$ cat src/design/sjs_pkg.sv
// Shared command codes, status codes and cell control type for the SRPT job scheduler.
package sjs_pkg;

  localparam logic [1:0] CMD_ARRIVE = 2'd0;
  localparam logic [1:0] CMD_DEPART = 2'd1;
  localparam logic [1:0] CMD_RUN    = 2'd2;

  localparam logic [2:0] STAT_OK      = 3'd0;
  localparam logic [2:0] STAT_EMPTY   = 3'd1;
  localparam logic [2:0] STAT_NOT_TOP = 3'd2;
  localparam logic [2:0] STAT_FULL    = 3'd3;
  localparam logic [2:0] STAT_OVERRUN = 3'd4;
  localparam logic [2:0] STAT_LEFT    = 3'd5;

  localparam int unsigned TAKE_BITS = 32;

  typedef struct packed {
    logic ins;
    logic pop;
    logic run;
  } cell_ctrl_t;

endpackage

$ cat src/design/sjs_cell.sv
// One slot of the sorted job queue: holds an id and remaining work, shifts with its neighbors.
module sjs_cell
  import sjs_pkg::*;
#(
  parameter int unsigned IDX       = 0,
  parameter int unsigned WORK_BITS = 32,
  parameter int unsigned CNT_W     = 6
) (
  input  logic                 clk_i,
  input  cell_ctrl_t           ctrl_i,
  input  logic [CNT_W-1:0]     count_i,
  input  logic [15:0]          new_id_i,
  input  logic [WORK_BITS-1:0] new_rem_i,
  input  logic [TAKE_BITS-1:0] takeout_i,
  input  logic                 left_gt_i,
  input  logic [15:0]          left_id_i,
  input  logic [WORK_BITS-1:0] left_rem_i,
  input  logic [15:0]          right_id_i,
  input  logic [WORK_BITS-1:0] right_rem_i,
  output logic                 gt_o,
  output logic                 over_o,
  output logic [15:0]          id_o,
  output logic [WORK_BITS-1:0] rem_o,
  output logic [15:0]          id_d_o,
  output logic [WORK_BITS-1:0] rem_d_o
);

  localparam int unsigned CW = (WORK_BITS > TAKE_BITS) ? WORK_BITS : TAKE_BITS;

  logic [15:0]          id_q, id_d;
  logic [WORK_BITS-1:0] rem_q, rem_d;
  logic                 occ;
  logic [CW-1:0]        rem_ext, take_ext;
  logic                 over;

  assign occ      = CNT_W'(IDX) < count_i;
  assign gt_o     = !occ || (rem_q > new_rem_i);
  assign rem_ext  = CW'(rem_q);
  assign take_ext = CW'(takeout_i);

  generate
    if (IDX == 0) begin : g_head
      assign over = take_ext > rem_ext;
    end else begin : g_body
      assign over = 1'b0;
    end
  endgenerate

  assign over_o = over;

  always_comb begin
    id_d  = id_q;
    rem_d = rem_q;
    if (ctrl_i.ins && gt_o) begin
      if (left_gt_i) begin
        id_d  = left_id_i;
        rem_d = left_rem_i;
      end else begin
        id_d  = new_id_i;
        rem_d = new_rem_i;
      end
    end else if (ctrl_i.pop) begin
      id_d  = right_id_i;
      rem_d = right_rem_i;
    end else if (ctrl_i.run && (IDX == 0)) begin
      rem_d = over ? '0 : WORK_BITS'(rem_ext - take_ext);
    end
  end

  always_ff @(posedge clk_i) begin
    id_q  <= id_d;
    rem_q <= rem_d;
  end

  assign id_o    = id_q;
  assign rem_o   = rem_q;
  assign id_d_o  = id_d;
  assign rem_d_o = rem_d;

endmodule

$ cat config.mk
export PLATFORM = sky130hd
export DESIGN_NAME = sjs_cell
export DESIGN_NICKNAME = d
export VERILOG_FILES = /design/src/design/sjs_pkg.sv /design/src/design/sjs_cell.sv
export SDC_FILE = /design/constraint.sdc
export NUM_CORES = 1
export LEC_CHECK = 0
export BUFFER_PORTS_ARGS = -buffer_cell sky130_fd_sc_hd__buf_4
export CAP_MARGIN = 20
export CORE_MARGIN = 2
export CORE_UTILIZATION = 49
export DETAILED_ROUTE_END_ITERATION = 16
export GPL_ROUTABILITY_DRIVEN = 1
export PLACE_DENSITY = 0.85
export SLEW_MARGIN = 20
export SYNTH_ARGS = -nofsm -noshare
export SYNTH_HDL_FRONTEND = slang
export SYNTH_SLANG_ARGS = --single-unit
$ cat constraint.sdc
create_clock -name clk_i -period 7.7 [get_ports clk_i]
set_input_delay 0.77 -clock clk_i [delete_from_list [all_inputs] [get_ports clk_i]]
set_output_delay 0.77 -clock clk_i [all_outputs]
set_load 0.01 [all_outputs]
==> impl_metrics.yaml, run 1 <==
cts:
  cts_buffers: 5
  cts_tree: "yes"
  clkSinkCount: 48
  cts_resized: 0
  cts_root_buf: "clkbuf_16"
  h-tree-depth: 2
  cts.clk_slew.worst_paths_ns: 0.07
  clock_latency_ns: 0.31
  cts_max_path_buffers: 2
  postCtsSetupBuffers: 0
  cts_hold_buf: 0
grt:
  met1_usage_pct: 42.2
  grtUsageMet2_pct: 58.3
  grt-busiest-layer: "met2"
  grt_first_pass_wirelength_um: 34300
  grtUsageMet3_pct: 6.53
  grt_max_degree: 71
  grt_overflow: 0
  grt_usage_pct: 34.3
  grt_pass1_vias: 6494
  antenna_found_initial: 0
die:
  io_pins: 285
  fp.dieW_um: 112
  die_h_um: 112
  core_area_um2: 11400
  die-area_um2: 12500
  initial_core_util_pct: 50.0
  rows: 39
final_layout:
  final_cell_count_no_fill: 1166
  drive_above_1_share_pct: 30.1
  fin_nets: 1275
  diodes: 0
  area_delta_synth_final_pct: 40.7
run_status:
  status: "complete, no violations"
synth:
  synth_area_um2: 5680
  syn-num-nets: 1022
  ys_types: 68
  muxShareOfSynthArea_pct: 6.54
  synth_compound_area_share_pct: 31.7
  syn_inst: 769
  syn_area_per_cell_um2: 7.39
  synth_seq_area_share_pct: 16.9
  synth_edf_count: 0
  ys_seq_elements: 48
  synthXorXnorAreaFrac_pct: 2.78
  synth_top_flop_cell: "dfxtp_1"
  synth-simple-area-share_pct: 19.0
  yosysWarnings: 0
  async_reset_ff_share_pct: 0
  synth_top_family_by_area: "compound AO/OA/AOI/OAI gates"
  synth-adder-area-share_pct: 14.7
timing:
  max_slew_margin_pct: 44.9
  rsz0062_at_grt: "false"
  fin_tns_setup_ns: 0
  fin_skew_ns: 0.00681
  fmax_ghz: 0.214
  slew_viol_final: 0
  finalCritPeriodShare_pct: 60.8
  fin_hold_ws_ns: 0.587
  worst_slew_pin_slew_ns: 0.826
  finalSetupViolCount: 0
  hold_violations: 0
  min_period_ns: 4.68
placed_design:
  dp_hpwl_um: 17400
  io_buffer_count: 284
  dp_cells: 1158
  place.gp.congestion: 0.964
setup_path:
  critPathSlowestCell: "nand2_1"
  end_kind: "output port"
  critPathMaxFanout: 14
  slowest_delay_ns: 0.55
  cp.arrival_ns: 3.91
  crit_buf_inv: 2
  cp_common_cell: "buf_4"
  critical_path_class: "input port to output port"
  path_cells: "buf_4 -> ha_1 -> fa_1 -> nor2b_1 -> o2111ai_1 -> a21boi_2 -> o2111a_1 -> o211ai_2 -> nand2_1 -> a41oi_1 -> a221oi_1 -> buf_4"
  start_kind: "input port"
  cp_top_family: "compound AO/OA/AOI/OAI gates"
  worstPathRequired_ns: 6.93
route:
  antenna_left: 0
  firstDrtPassIters: 5
  drc: 0
  first_iter_violations: 482
  routed_via_density: 5.84
  route.vias.total: 6806
  wire_per_inst_um: 18.8
  routed_wirelength_um: 22000
power_and_ir_drop:
  p_leak_nw: 4.11
  pwr_density_cell_nw_per_um2: 262
  peakVddDrop_mv: 0.177
worst_hold_path:
  hp-class: "register to register"
flow_run:
  maxCapViolCount: 0
-- registers in the layout (all words and copies together), names as in the netlist --
signal	cells
rem_o	32
id_o	16
-- final timing paths --
path,depth (start not counted),endpoint,slack (ns),start
max reg2reg,11,rem_o[25],4.30,rem_o[0]
min reg2reg,2,rem_o[30],0.59,rem_o[30]
min,2,rem_o[30],0.59,rem_o[30]
max,12,rem_d_o[25],3.02,takeout_i[0]
-- final cells by class --
class,instances,area [um2]
clock buffer,5,125
clock inverter,3,42.5
fill,982,3380
inverter,73,274
multi-input combinational,605,4240
sequential,48,961
tap,143,179
timing repair buffer,289,2170
-- stage by stage --
step | utilization, % | power (mW) | worst slack [ns] | cell area, um2
6_report | 70.3 | 2.09 | 3.02 | 7990
5_1_grt | 70.3 | 2.24 | 2.85 | 7990
4_1_cts | 70.3 | 2.07 | 3.09 | 7990
3_5_place_dp | 68.8 | 1.80 | 3.10 | 7830
3_3_place_gp | 68.8 | 1.78 | 3.17 | 7830
2_1_floorplan | - | 1.26 | 3.81 | 5680
-- Yosys cell counts (10+ instances only) --
library cell,n,area share [%]
o31ai_1,15,2.0
dfxtp_1,48,17
a21oi_1,60,5.3
o21ai_0,42,3.7
nand4_1,15,1.7
nand2_1,68,4.5
inv_1,72,4.8
a21o_1,37,4.9
and3_1,10,1.1
nand2b_1,17,1.9
a211oi_1,24,3.2
nor3_1,16,1.4
nor2b_1,21,2.3
clkbuf_1,27,1.8
a31oi_1,16,1.8
mux2i_1,36,6.3
ha_1,65,14
nor2_1,45,3.0
buf_2,11,0.97
xnor2_1,13,2.0
-- report_power, final --
group          leakage, nW  switching, mW  total [mW]  internal [mW]
combinational         3.62          0.756        1.40          0.641
sequential           0.405         0.0947       0.425          0.330
clock               0.0798          0.116       0.269          0.153
total                 4.11          0.966        2.09           1.12
-- cells in the final DEF, fill, tap and decap left out, types with 17 or more instances in the layout --
| cell type | n |
|---|---|
| buf_4 | 289 |
| inv_1 | 72 |
| nand2_1 | 68 |
| ha_1 | 65 |
| a21oi_1 | 60 |
| dfxtp_1 | 48 |
| nor2_1 | 45 |
| o21ai_0 | 42 |
| a21o_1 | 37 |
| mux2i_1 | 36 |
| a211oi_1 | 24 |
| nor2b_1 | 21 |
| nand2b_1 | 17 |
-- tightest hold or removal path: stages (launching register included) --
cell and delay [ns]:
dfxtp_1 0.36, nand2_1 0.07, a31oi_1 0.09
-- metal layers --
metal | share of wire (%) | routed length, um
met3 | 7.7 | 1700
met4 | 4.0 | 887
met1 | 40 | 8870
met5 | 0 | 0
met2 | 48 | 10500
-- kinds of logic after synthesis --
logic type,count (synthesis)
compound gates,264
xor+xnor,18
fa+ha+maj,66
buf+inv,116
flops,48
mux,37
simple gates,220
Power figures use the tool's default switching activity.
==> inputs of run 2 (changes only) <==
--- a/config.mk
+++ b/config.mk
@@ -5,13 +5,14 @@
 export SDC_FILE = /design/constraint.sdc
 export NUM_CORES = 1
 export LEC_CHECK = 0
+export ABC_AREA = 1
 export BUFFER_PORTS_ARGS = -buffer_cell sky130_fd_sc_hd__buf_4
 export CAP_MARGIN = 20
 export CORE_MARGIN = 2
 export CORE_UTILIZATION = 49
 export DETAILED_ROUTE_END_ITERATION = 16
 export GPL_ROUTABILITY_DRIVEN = 1
-export PLACE_DENSITY = 0.85
+export PLACE_DENSITY = 0.82
 export SLEW_MARGIN = 20
 export SYNTH_ARGS = -nofsm -noshare
 export SYNTH_HDL_FRONTEND = slang
==> constraint.sdc (replaced) <==
create_clock -name clk_i -period 4.7 [get_ports clk_i]
set_input_delay 0.47 -clock clk_i [delete_from_list [all_inputs] [get_ports clk_i]]
set_output_delay 0.47 -clock clk_i [all_outputs]
set_load 0.01 [all_outputs]
==> impl_metrics.yaml, run 2 <==
die:
  rows: 42
  initial_core_util_pct: 50.3
  fp.dieW_um: 121
  io_pins: 285
  core_area_um2: 13200
  die_h_um: 121
  die-area_um2: 14500
final_layout:
  final_cell_mix: "nand2_1, buf_4, inv_1, ha_1, nand3_1"
  area_delta_synth_final_pct: 35.2
  utilization_pct: 68.0
  final_cell_count_no_fill: 1640
  drive_above_1_share_pct: 25.2
  diodes: 0
  fin_nets: 1716
  largest_reg_flops: 32
  fillers: 1296
  final_common_cell: "nand2_1"
cts:
  clkSinkCount: 48
  cts_tree: "yes"
  postCtsSetupBuffers: 0
  cts_buffers: 5
  h-tree-depth: 2
  clock_latency_ns: 0.30
  cts_root_buf: "clkbuf_16"
  cts.clk_slew.worst_paths_ns: 0.07
  cts_resized: 0
  cts_max_path_buffers: 2
  cts_hold_buf: 0
placed_design:
  io_buffer_count: 284
  dp_cells: 1632
  place.gp.congestion: 1.00
  dp_hpwl_um: 21300
synth:
  syn-num-nets: 1458
  async_reset_ff_share_pct: 0
  synth_area_um2: 6660
  synth_edf_count: 0
  synth_top_area_share_pct: 27.2
  synth_top_flop_cell: "dfxtp_1"
  ys_types: 42
  yosys.area.top_type: "nand2_1"
  syn_area_per_cell_um2: 5.53
  ys_seq_elements: 48
  synth_seq_area_share_pct: 14.4
  syn_inst: 1205
  synthTopCellsByArea: "nand2_1, dfxtp_1, ha_1"
  yosysMostFrequentCell: "nand2_1"
  synthTopCellsByCount: "nand2_1, inv_1, ha_1"
  yosysWarnings: 0
route:
  first_iter_violations: 453
  firstDrtPassIters: 5
  drc: 0
  wire_per_inst_um: 15.4
  routed_via_density: 5.04
  route.vias.total: 8273
  routed_wirelength_um: 25300
  antenna_left: 0
timing:
  fmax_ghz: 0.268
  finalSetupViolCount: 0
  max_slew_margin_pct: 32.4
  fin_skew_ns: 0.00445
  rsz0062_at_grt: "false"
  worst_slew_pin_slew_ns: 1.01
  slew_viol_final: 0
  hold_violations: 0
  fin_tns_setup_ns: 0
  finalCritPeriodShare_pct: 79.5
  min_period_ns: 3.74
setup_path:
  worstPathRequired_ns: 4.23
  cp.arrival_ns: 3.27
  start_kind: "register"
  path_cells: "ha_1 -> nand2_1 -> nand2_1 -> nand2_1 -> nand2_1 -> nand2_1 -> nand3_1 -> a21oi_1 -> nand2_1 -> nand2_1 -> nand2_1 -> nand2_2 -> inv_4 -> nand2_1 -> nand2_1 -> buf_4"
  cp_top_family: "simple AND/OR/NAND/NOR gates"
  rrSetupSlack_ns: 1.76
  end_kind: "output port"
  critical_path_class: "register to output port"
  critPathMaxFanout: 43
  slowest_delay_ns: 0.62
  cp_common_cell: "nand2_1"
  critPathSlowestCell: "nand2_2"
  crit_buf_inv: 2
grt:
  grt_overflow: 0
  grt_max_degree: 80
  grt_usage_pct: 33.7
  antenna_found_initial: 0
  grt_first_pass_wirelength_um: 38200
  grt_pass1_vias: 7679
worst_hold_path:
  hp-class: "input port to register"
run_status:
  status: "complete, no violations"
power_and_ir_drop:
  peakVddDrop_mv: 0.272
  p_leak_nw: 5.50
  pwr_density_cell_nw_per_um2: 437
flow_run:
  maxCapViolCount: 0
-- run 2: cell count changes in the layout (fill, tap and decap cells not counted), moves of 12 or more --
cell | before | now
nor3_1 | 16 | 1
or2_2 | 0 | 26
inv_1 | 72 | 213
mux2i_1 | 36 | 16
o31ai_1 | 15 | 0
a211oi_1 | 24 | 0
nor2b_1 | 21 | 0
a21o_1 | 37 | 1
nand3_1 | 9 | 63
nand2_2 | 0 | 12
a31oi_1 | 16 | 0
nand2_1 | 68 | 482
nand2b_1 | 17 | 0
-- run 2: worst reg2reg max path, stage by stage, from the launching register on --
cell and delay [ns]:
dfxtp_1 0.53, ha_1 0.32, nand2_1 0.06, nand2_1 0.04, nand2_1 0.05, nand2_1 0.05, nand2_1 0.05, nand3_1 0.07
a21oi_1 0.20, nand2_1 0.08, nand2_1 0.06, nand2_1 0.07, nand2_2 0.62, inv_4 0.34, nand2_1 0.16, nand2_1 0.10
-- run 2: cells by family (layout without fill, tap and decap cells) --
logic type               after synthesis  count (layout)  synth area share, %
buffers and inverters                259             518                 15.6
multiplexers                          17              17                 2.57
flip-flops                            48              48                 14.4
AND/OR/NAND/NOR                      674             674                 42.8
XOR/XNOR                              11              11                 1.45
AO/OA/AOI/OAI                        130             130                 10.6
adder cells (fa/ha/maj)               66              66                 12.5
-- run 2: per-stage QoR --
stage                     instance area, um2  power, mW  hold WS (ns)  setup slack (ns)
after floorplan                         6660       2.41         0.713              2.02
after global placement                  8840       3.44         0.566              1.26
after detailed placement                8840       3.47         0.576              1.21
after CTS                               9010       3.90         0.495              1.01
after global routing                    9010       4.25         0.510             0.700
final                                   9010       3.94         0.495             0.962
-- run 2: final timing paths --
check,start,to,cells past startpoint
setup / recovery,rem_o[17],rem_d_o[17],16
hold / removal,left_rem_i[30],rem_o[30],5
setup reg to reg,rem_o[17],rem_o[17],15
hold reg to reg,id_o[13],id_o[13],4
-- run 2: power breakdown --
part	internal, mW	switching [mW]
logic	1.11	1.63
clock network	0.251	0.169
registers	0.551	0.228
-- run 2: layer usage --
layer | global-route usage (%) | vias up | part of all wire (%)
li1 | - | 4222 | -
met1 | 42.0 | 3671 | 41
met2 | 58.9 | 331 | 48
met3 | 5.00 | 49 | 7.3
met4 | 11.7 | 0 | 3.4
met5 | 0 | - | 0
-- run 2: final cells by class --
class	instances	area, um2	area share, %
multi-input cells	898	4670	51.8
repair buffers	286	2150	23.8
flip-flops and latches	48	961	10.7
inverters	224	848	9.42
well taps	176	220	2.44
clock buffers	6	129	1.43
clock inverters	2	35.0	0.389
